==> config.mk <==
export PLATFORM = sky130hd
export DESIGN_NAME = pid_heater_duty_controller
export DESIGN_NICKNAME = d
export VERILOG_FILES = /design/src/rtl/core/phdc_pkg.sv /design/src/rtl/core/pid_heater_duty_controller.sv
export SDC_FILE = /design/constraint.sdc
export NUM_CORES = 2
export LEC_CHECK = 0
export BUFFER_PORTS_ARGS = -buffer_cell sky130_fd_sc_hd__buf_2
export CAP_MARGIN = 20
export CORE_UTILIZATION = 44
export DETAILED_ROUTE_END_ITERATION = 10
export PLACE_DENSITY = 0.61
export SLEW_MARGIN = 25
export SYNTH_ARGS = -nofsm -noshare
export SYNTH_HDL_FRONTEND = slang
export SYNTH_SLANG_ARGS = --single-unit
==> constraint.sdc <==
create_clock -name clk_i -period 8.14 [get_ports clk_i]
set_input_delay 1.628 -clock clk_i [delete_from_list [all_inputs] [get_ports clk_i]]
set_output_delay 1.628 -clock clk_i [all_outputs]
set_load 0.005 [all_outputs]
==> src/rtl/core/phdc_pkg.sv <==
package phdc_pkg;

  // configuration register map
  typedef enum logic [1:0] {
    REG_GAIN_P = 2'd0,
    REG_GAIN_I = 2'd1,
    REG_GAIN_D = 2'd2
  } cfg_reg_e;

  localparam int unsigned CfgIndexBits = 2;

  // input action codes
  localparam logic ACT_STEP  = 1'b0;
  localparam logic ACT_CLEAR = 1'b1;

  // field widths
  localparam int unsigned ErrBits  = 16;
  localparam int unsigned GainBits = 16;
  localparam int unsigned DutyBits = 15;

  // duty thresholds, unsigned Q7.8 percent
  localparam int DutyHighLimit = 95 * 256;
  localparam int DutyFull      = 100 * 256;
  localparam int DutyLowLimit  = 5 * 256;

endpackage

==> src/rtl/core/pid_heater_duty_controller.sv <==
// Channel | Direction | Handshake               | Payload
// --------+-----------+-------------------------+-------------------------------------------
// in      | input     | in_valid_i / in_stall_o   | action_i, error_i
// out     | output    | out_valid_o / out_stall_i | duty_percent_o, full_on_o, full_off_o
// cfg     | input     | cfg_valid_i / cfg_ready_o | cfg_index_i, cfg_data_i
//
// Three register stages: state update and derivative, gain multiplies, sum and clamp.
// One beat per cycle while out_stall_i is low; a beat passes stage 1 and stage 2 before out_valid_o rises.
// The integral and previous error are updated in the cycle a beat is accepted.
// rst_ni clears gains, integral, previous error and all stage valids.
// A stall only holds the stages that are full; empty stages keep taking beats.
module pid_heater_duty_controller #(
  parameter int unsigned SUM_BITS = 32
) (
  input  logic                                     clk_i,
  input  logic                                     rst_ni,
  input  logic                                     in_valid_i,
  output logic                                     in_stall_o,
  input  logic                                     action_i,
  input  logic signed [phdc_pkg::ErrBits-1:0]      error_i,
  output logic                                     out_valid_o,
  input  logic                                     out_stall_i,
  output logic [phdc_pkg::DutyBits-1:0]            duty_percent_o,
  output logic                                     full_on_o,
  output logic                                     full_off_o,
  input  logic                                     cfg_valid_i,
  output logic                                     cfg_ready_o,
  input  logic [phdc_pkg::CfgIndexBits-1:0]        cfg_index_i,
  input  logic [phdc_pkg::GainBits-1:0]            cfg_data_i
);

  localparam int unsigned EB      = phdc_pkg::ErrBits;
  localparam int unsigned GB      = phdc_pkg::GainBits;
  localparam int unsigned LoBits  = SUM_BITS / 2;
  localparam int unsigned HiBits  = SUM_BITS - LoBits;
  localparam int unsigned AccBits = SUM_BITS + 17;
  localparam int unsigned ShBits  = AccBits - 4;

  localparam logic signed [SUM_BITS:0] SumMax = {2'b00, {(SUM_BITS-1){1'b1}}};
  localparam logic signed [SUM_BITS:0] SumMin = {2'b11, {(SUM_BITS-1){1'b0}}};

  localparam logic signed [ShBits-1:0] DutyHigh = ShBits'(phdc_pkg::DutyHighLimit);
  localparam logic signed [ShBits-1:0] DutyLow  = ShBits'(phdc_pkg::DutyLowLimit);
  localparam logic [phdc_pkg::DutyBits-1:0] DutyFull =
    phdc_pkg::DutyBits'(phdc_pkg::DutyFull);

  // gains
  logic signed [GB-1:0] kp_q, ki_q, kd_q;

  // controller state
  logic signed [SUM_BITS-1:0] sum_q, sum_d;
  logic signed [EB-1:0]       prev_q, prev_d;
  logic signed [SUM_BITS:0]   sum_ext;

  // stage 1
  logic                s1_valid_q, s1_clr_q;
  logic signed [EB:0]  s1_diff_q, diff_d;

  // stage 2
  logic                         s2_valid_q, s2_clr_q;
  logic signed [2*GB-1:0]       s2_pp_q;
  logic signed [2*GB:0]         s2_pd_q;
  logic signed [GB+HiBits-1:0]  s2_pih_q;
  logic signed [GB+LoBits:0]    s2_pil_q;
  logic signed [HiBits-1:0]     sum_hi;
  logic signed [LoBits:0]       sum_lo;

  // stage 3
  logic                         out_valid_q, full_on_q, full_off_q;
  logic [phdc_pkg::DutyBits-1:0] duty_q;
  logic signed [AccBits-1:0]    acc;
  logic signed [ShBits-1:0]     duty_full_res;
  logic [phdc_pkg::DutyBits-1:0] duty_d;
  logic                         on_d, off_d;

  logic en1, en2, en3, take;

  assign en3  = !out_valid_q || !out_stall_i;
  assign en2  = !s2_valid_q || en3;
  assign en1  = !s1_valid_q || en2;
  assign take = in_valid_i && en1;

  assign in_stall_o  = !en1;
  assign cfg_ready_o = 1'b1;

  // configuration writes
  always_ff @(posedge clk_i or negedge rst_ni) begin
    if (!rst_ni) begin
      kp_q <= '0;
      ki_q <= '0;
      kd_q <= '0;
    end else if (cfg_valid_i) begin
      case (cfg_index_i)
        phdc_pkg::REG_GAIN_P: kp_q <= cfg_data_i;
        phdc_pkg::REG_GAIN_I: ki_q <= cfg_data_i;
        phdc_pkg::REG_GAIN_D: kd_q <= cfg_data_i;
        default: ;
      endcase
    end
  end

  // integral with saturation, derivative against the previous error
  always_comb begin
    sum_ext = {sum_q[SUM_BITS-1], sum_q} + {{(SUM_BITS-EB+1){error_i[EB-1]}}, error_i};
    diff_d  = {error_i[EB-1], error_i} - {prev_q[EB-1], prev_q};
    if (action_i == phdc_pkg::ACT_CLEAR) begin
      sum_d  = '0;
      prev_d = '0;
    end else begin
      prev_d = error_i;
      if (sum_ext > SumMax) begin
        sum_d = SumMax[SUM_BITS-1:0];
      end else if (sum_ext < SumMin) begin
        sum_d = SumMin[SUM_BITS-1:0];
      end else begin
        sum_d = sum_ext[SUM_BITS-1:0];
      end
    end
  end

  always_ff @(posedge clk_i or negedge rst_ni) begin
    if (!rst_ni) begin
      sum_q      <= '0;
      prev_q     <= '0;
      s1_valid_q <= 1'b0;
    end else begin
      if (en1) begin
        s1_valid_q <= in_valid_i;
      end
      if (take) begin
        sum_q  <= sum_d;
        prev_q <= prev_d;
      end
    end
  end

  always_ff @(posedge clk_i) begin
    if (take) begin
      s1_clr_q  <= (action_i == phdc_pkg::ACT_CLEAR);
      s1_diff_q <= diff_d;
    end
  end

  // sum_q/prev_q hold the values written by the beat in stage 1 until it moves on
  // ki * sum is split into a signed high half and an unsigned low half
  assign sum_hi = sum_q[SUM_BITS-1:LoBits];
  assign sum_lo = {1'b0, sum_q[LoBits-1:0]};

  always_ff @(posedge clk_i or negedge rst_ni) begin
    if (!rst_ni) begin
      s2_valid_q <= 1'b0;
    end else if (en2) begin
      s2_valid_q <= s1_valid_q;
    end
  end

  always_ff @(posedge clk_i) begin
    if (en2 && s1_valid_q) begin
      s2_clr_q <= s1_clr_q;
      s2_pp_q  <= kp_q * prev_q;
      s2_pd_q  <= kd_q * s1_diff_q;
      s2_pih_q <= ki_q * sum_hi;
      s2_pil_q <= ki_q * sum_lo;
    end
  end

  // sum of products, floor shift by 4, snap to the rails; a clear beat gives zero duty
  always_comb begin
    acc = AccBits'(s2_pp_q) + AccBits'(s2_pd_q) + (AccBits'(s2_pih_q) <<< LoBits)
        + AccBits'(s2_pil_q);
    duty_full_res = acc[AccBits-1:4];
    on_d   = 1'b0;
    off_d  = 1'b0;
    duty_d = duty_full_res[phdc_pkg::DutyBits-1:0];
    if (s2_clr_q) begin
      duty_d = '0;
    end else if (duty_full_res > DutyHigh) begin
      duty_d = DutyFull;
      on_d   = 1'b1;
    end else if (duty_full_res < DutyLow) begin
      duty_d = '0;
      off_d  = 1'b1;
    end
  end

  always_ff @(posedge clk_i or negedge rst_ni) begin
    if (!rst_ni) begin
      out_valid_q <= 1'b0;
    end else if (en3) begin
      out_valid_q <= s2_valid_q;
    end
  end

  always_ff @(posedge clk_i) begin
    if (en3 && s2_valid_q) begin
      duty_q     <= duty_d;
      full_on_q  <= on_d;
      full_off_q <= off_d;
    end
  end

  assign out_valid_o    = out_valid_q;
  assign duty_percent_o = duty_q;
  assign full_on_o      = full_on_q;
  assign full_off_o     = full_off_q;

endmodule
==> run_results.csv <==
group,metric,value,unit
final_layout,drive_above_1_share,5.07,%
sta,max_clock_freq,135,MHz
clocking,postCtsResizedCells,0,
routing,vias_per_cell,5.22,
worst_setup_path,start_kind,"flop",
floorplan,die_area,0.126,mm²
yosys,syn_nets,7422,
sta,hold_violations,0,
routing,drt_first_pass_iters,8,
routing,ant_nets,0,
floorplan,io_pins,60,
sta,tightest_slew,1.07,ns
place,dp_hpwl,121000,µm
worst_setup_path,timing.rr.start,"ki_q[7]",
floorplan,die_y,355,µm
yosys,netlist_area,0.0550,mm²
yosys,async_flop_share,37.4,%
worst_setup_path,r2r-end,"s2_pih_q[25]",
status,violations,"design-rule violations",
floorplan,start_util,44.4,%
clocking,clockRootBuffer,"clkbuf_16",
final_layout,nets,7387,
yosys,synth_top_family_by_area,"adder cells",
clocking,clock_tree.buffer_depth,3,
yosys,synth_edf_count,166,
routing,wirelength,145000,µm
yosys,synth_compound_area_share,7.07,%
final_layout,seqCellArea,0.00746,mm²
sta,slew_viol_final,0,
sta,period_needed,7.39,ns
yosys,postSynthCellCount,5829,
sta,setup_violations,0,
yosys,synth-simple-area-share,14.0,%
yosys,synth.top_cell.area_share,39.1,%
worst_setup_path,cp_max_fo,20,
floorplan,num_rows,129,
status,outcome,"complete, but fails checks",
clocking,cts_tree,"yes",
yosys,yosys_most_used_dff,"edfxtp_1",
min_path,hp-class,"flop to flop",
clocking,clock_sinks,265,
global_routing,grt.total_usage,23.6,%
yosys,synth_top_cells_by_count,"inv_1 (1390), fa_1 (1075), nand2_1 (705), ha_1 (478), and2_1 (399)",
floorplan,core-area,0.124,mm²
sta,finClkSkew,0.0331,ns
yosys,yosysWarnings,0,
floorplan,dieWidth,355,µm
routing,num_vias,39000,
clocking,post_cts_buffers,0,
clocking,worstSkewPairLatency,0.60,ns
global_routing,antenna_found_initial,8,
yosys,synthAdderAreaFrac,50.0,%
yosys,synthMuxAreaShare,1.10,%
sta,slew_headroom,28.5,%
global_routing,grt_pass1_wl,230000,µm
sta,rsz0062_at_grt,"no",
yosys,yosysMostFrequentCell,"inv_1",
worst_setup_path,worstPathRequired,8.46,ns
clocking,cts_hold_buf,0,
run,max_cap_viol_count,0,
min_path,hold_depth,1,
worst_setup_path,worstSetupStartpoint,"ki_q[7]",
min_path,hold_end,"out_valid_o",
yosys,synth_xor_area_share,3.23,%
global_routing,grt_max_degree,78,
yosys,seq_area_frac_synth,13.6,%
min_path,min-delay-start,"s2_valid_q",
place,gp_congestion,0.899,
clocking,numCtsBuffers,38,
clocking,path_clk_slew,0.06,ns
yosys,synthTopCellsByArea,"fa_1 (39%), ha_1 (11%), inv_1 (9.5%), edfxtp_1 (9.1%), nand2_1 (4.8%)",
clocking,htreeDepth,2,
worst_setup_path,worst-r2r-cell-count,22,
final_layout,nFillCells,11700,
yosys,synth.avg_cell_area,9.43,µm²
worst_setup_path,critPathCaptureType,"flop",
global_routing,grt_pass1_vias,40700,
worst_setup_path,crit_arrival,7.70,ns
routing,drcViolationCount,42,
sta,tns,0,ns
worst_setup_path,r2r_slack,0.75,ns
yosys,synth_top_area_cell,"fa_1",
place,portBuffers,58,
final_layout,multi_input_area,0.0415,mm²
sta,min_period_over_period,90.7,%
final_layout,syn_to_final_growth,6.11,%
routing,drt_iter0_markers,2494,
routing,wl_per_cell,19.4,µm
yosys,ys_seq_elements,265,
yosys,synthDistinctLibCells,83,
global_routing,grt_overflow,0,
worst_setup_path,crit_type,"flop to flop",
how the worst max path moves through the flow:
| stage | to | depth (start not counted) |
|---|---|---|
| 2_1_floorplan | s2_pp_q[30] | 22 |
| 3_3_place_gp | s2_pih_q[30] | 23 |
| 3_5_place_dp | s2_pih_q[25] | 23 |
| 4_1_cts | s2_pih_q[25] | 22 |
| 5_1_grt | s2_pih_q[25] | 22 |
| 6_report | s2_pih_q[25] | 22 |
flip-flops by register name, summed over array words and instances (netlist names):
name and flops:
full_off_o 1, s2_pd_q 33, kd_q 16, full_on_o 1, s2_pp_q 32, duty_percent_o 15, s2_pih_q 32, s1_valid_q 1
s2_clr_q 1, s2_pil_q 33, kp_q 16, sum_q 32, out_valid_o 1, s1_clr_q 1, s2_valid_q 1, ki_q 16
prev_q 16, s1_diff_q 17
area by class of cell:
cell class,count,share of cell area (%)
inverters,1391,8.95
multi-input cells,3968,71.2
flip-flops and latches,265,12.8
repair buffers,130,1.46
clock inverters,29,0.410
well taps,1637,3.51
diodes,3,0.0129
clock buffers,41,1.69
cells by family (layout without fill, tap and decap cells):
kind of cell    count (synthesis)  after routing
buf+inv                      1596           1591
simple gates                 1584           1584
fa+ha+maj                    1553           1553
compound gates                573            573
flops                         265            265
xor+xnor                      203            203
mux                            54             54
other cells                     1              4
cell usage in the layout, fill, tap and decap left out, drive strengths merged, types with 14 or more instances in the layout:
master,n
a211oi,21
inv,1393
nand2,705
edfxtp,166
fa,1075
nor2,167
nor4,16
nand3,47
a21o,78
and3,24
xor2,56
and2,401
a21oi,160
o21ai,92
clkinv,19
buf,130
nor2b,22
o21bai,14
nor3,58
o21a,32
mux2,50
a221o,32
nand2b,65
a31o,19
ha,478
nand4,28
xnor2,147
a31oi,17
dfrtp,99
clkbuf,41
critical path: stages (launching register included):
cell      delay [ns]
dfrtp_1         0.94
nand2_1         0.20
fa_1            0.58
inv_1           0.05
fa_1            0.48
inv_1           0.06
fa_1            0.49
fa_1            0.58
fa_1            0.43
fa_1            0.49
inv_1           0.04
ha_1            0.34
a21o_1          0.18
a21o_1          0.18
a21oi_1         0.28
o21ai_0         0.17
inv_1           0.07
o311ai_0        0.16
a31oi_1         0.44
o21ai_0         0.26
a221o_1         0.40
a21oi_1         0.17
xnor2_1         0.10
layer usage:
layer	up-vias	track usage [%]	part of all wire, %	wire [µm]
li1	17800	-	-	-
met1	19900	33.2	44	63500
met2	1084	38.3	47	68300
met3	177	3.28	6.6	9640
met4	14	5.76	2.4	3510
met5	-	0	0.061	88
through the flow:
| step | cell area [µm²] | hold slack, ns | cells | worst slack [ns] | util (%) |
|---|---|---|---|---|---|
| 2_1_floorplan | 55000 | 0.400 | 5829 | 1.25 | - |
| 3_3_place_gp | 57100 | 0.472 | 7388 | 1.03 | 46.1 |
| 3_5_place_dp | 57100 | 0.486 | 7390 | 0.872 | 46.1 |
| 4_1_cts | 58300 | 0.503 | 7460 | 0.818 | 47.1 |
| 5_1_grt | 58300 | 0.522 | 7461 | 0.400 | 47.1 |
| 6_report | 58300 | 0.501 | 7464 | 0.753 | 47.1 |
Power is not shown: default switching activity piles up to over one toggle a cycle in this logic, so the estimate is an artifact.
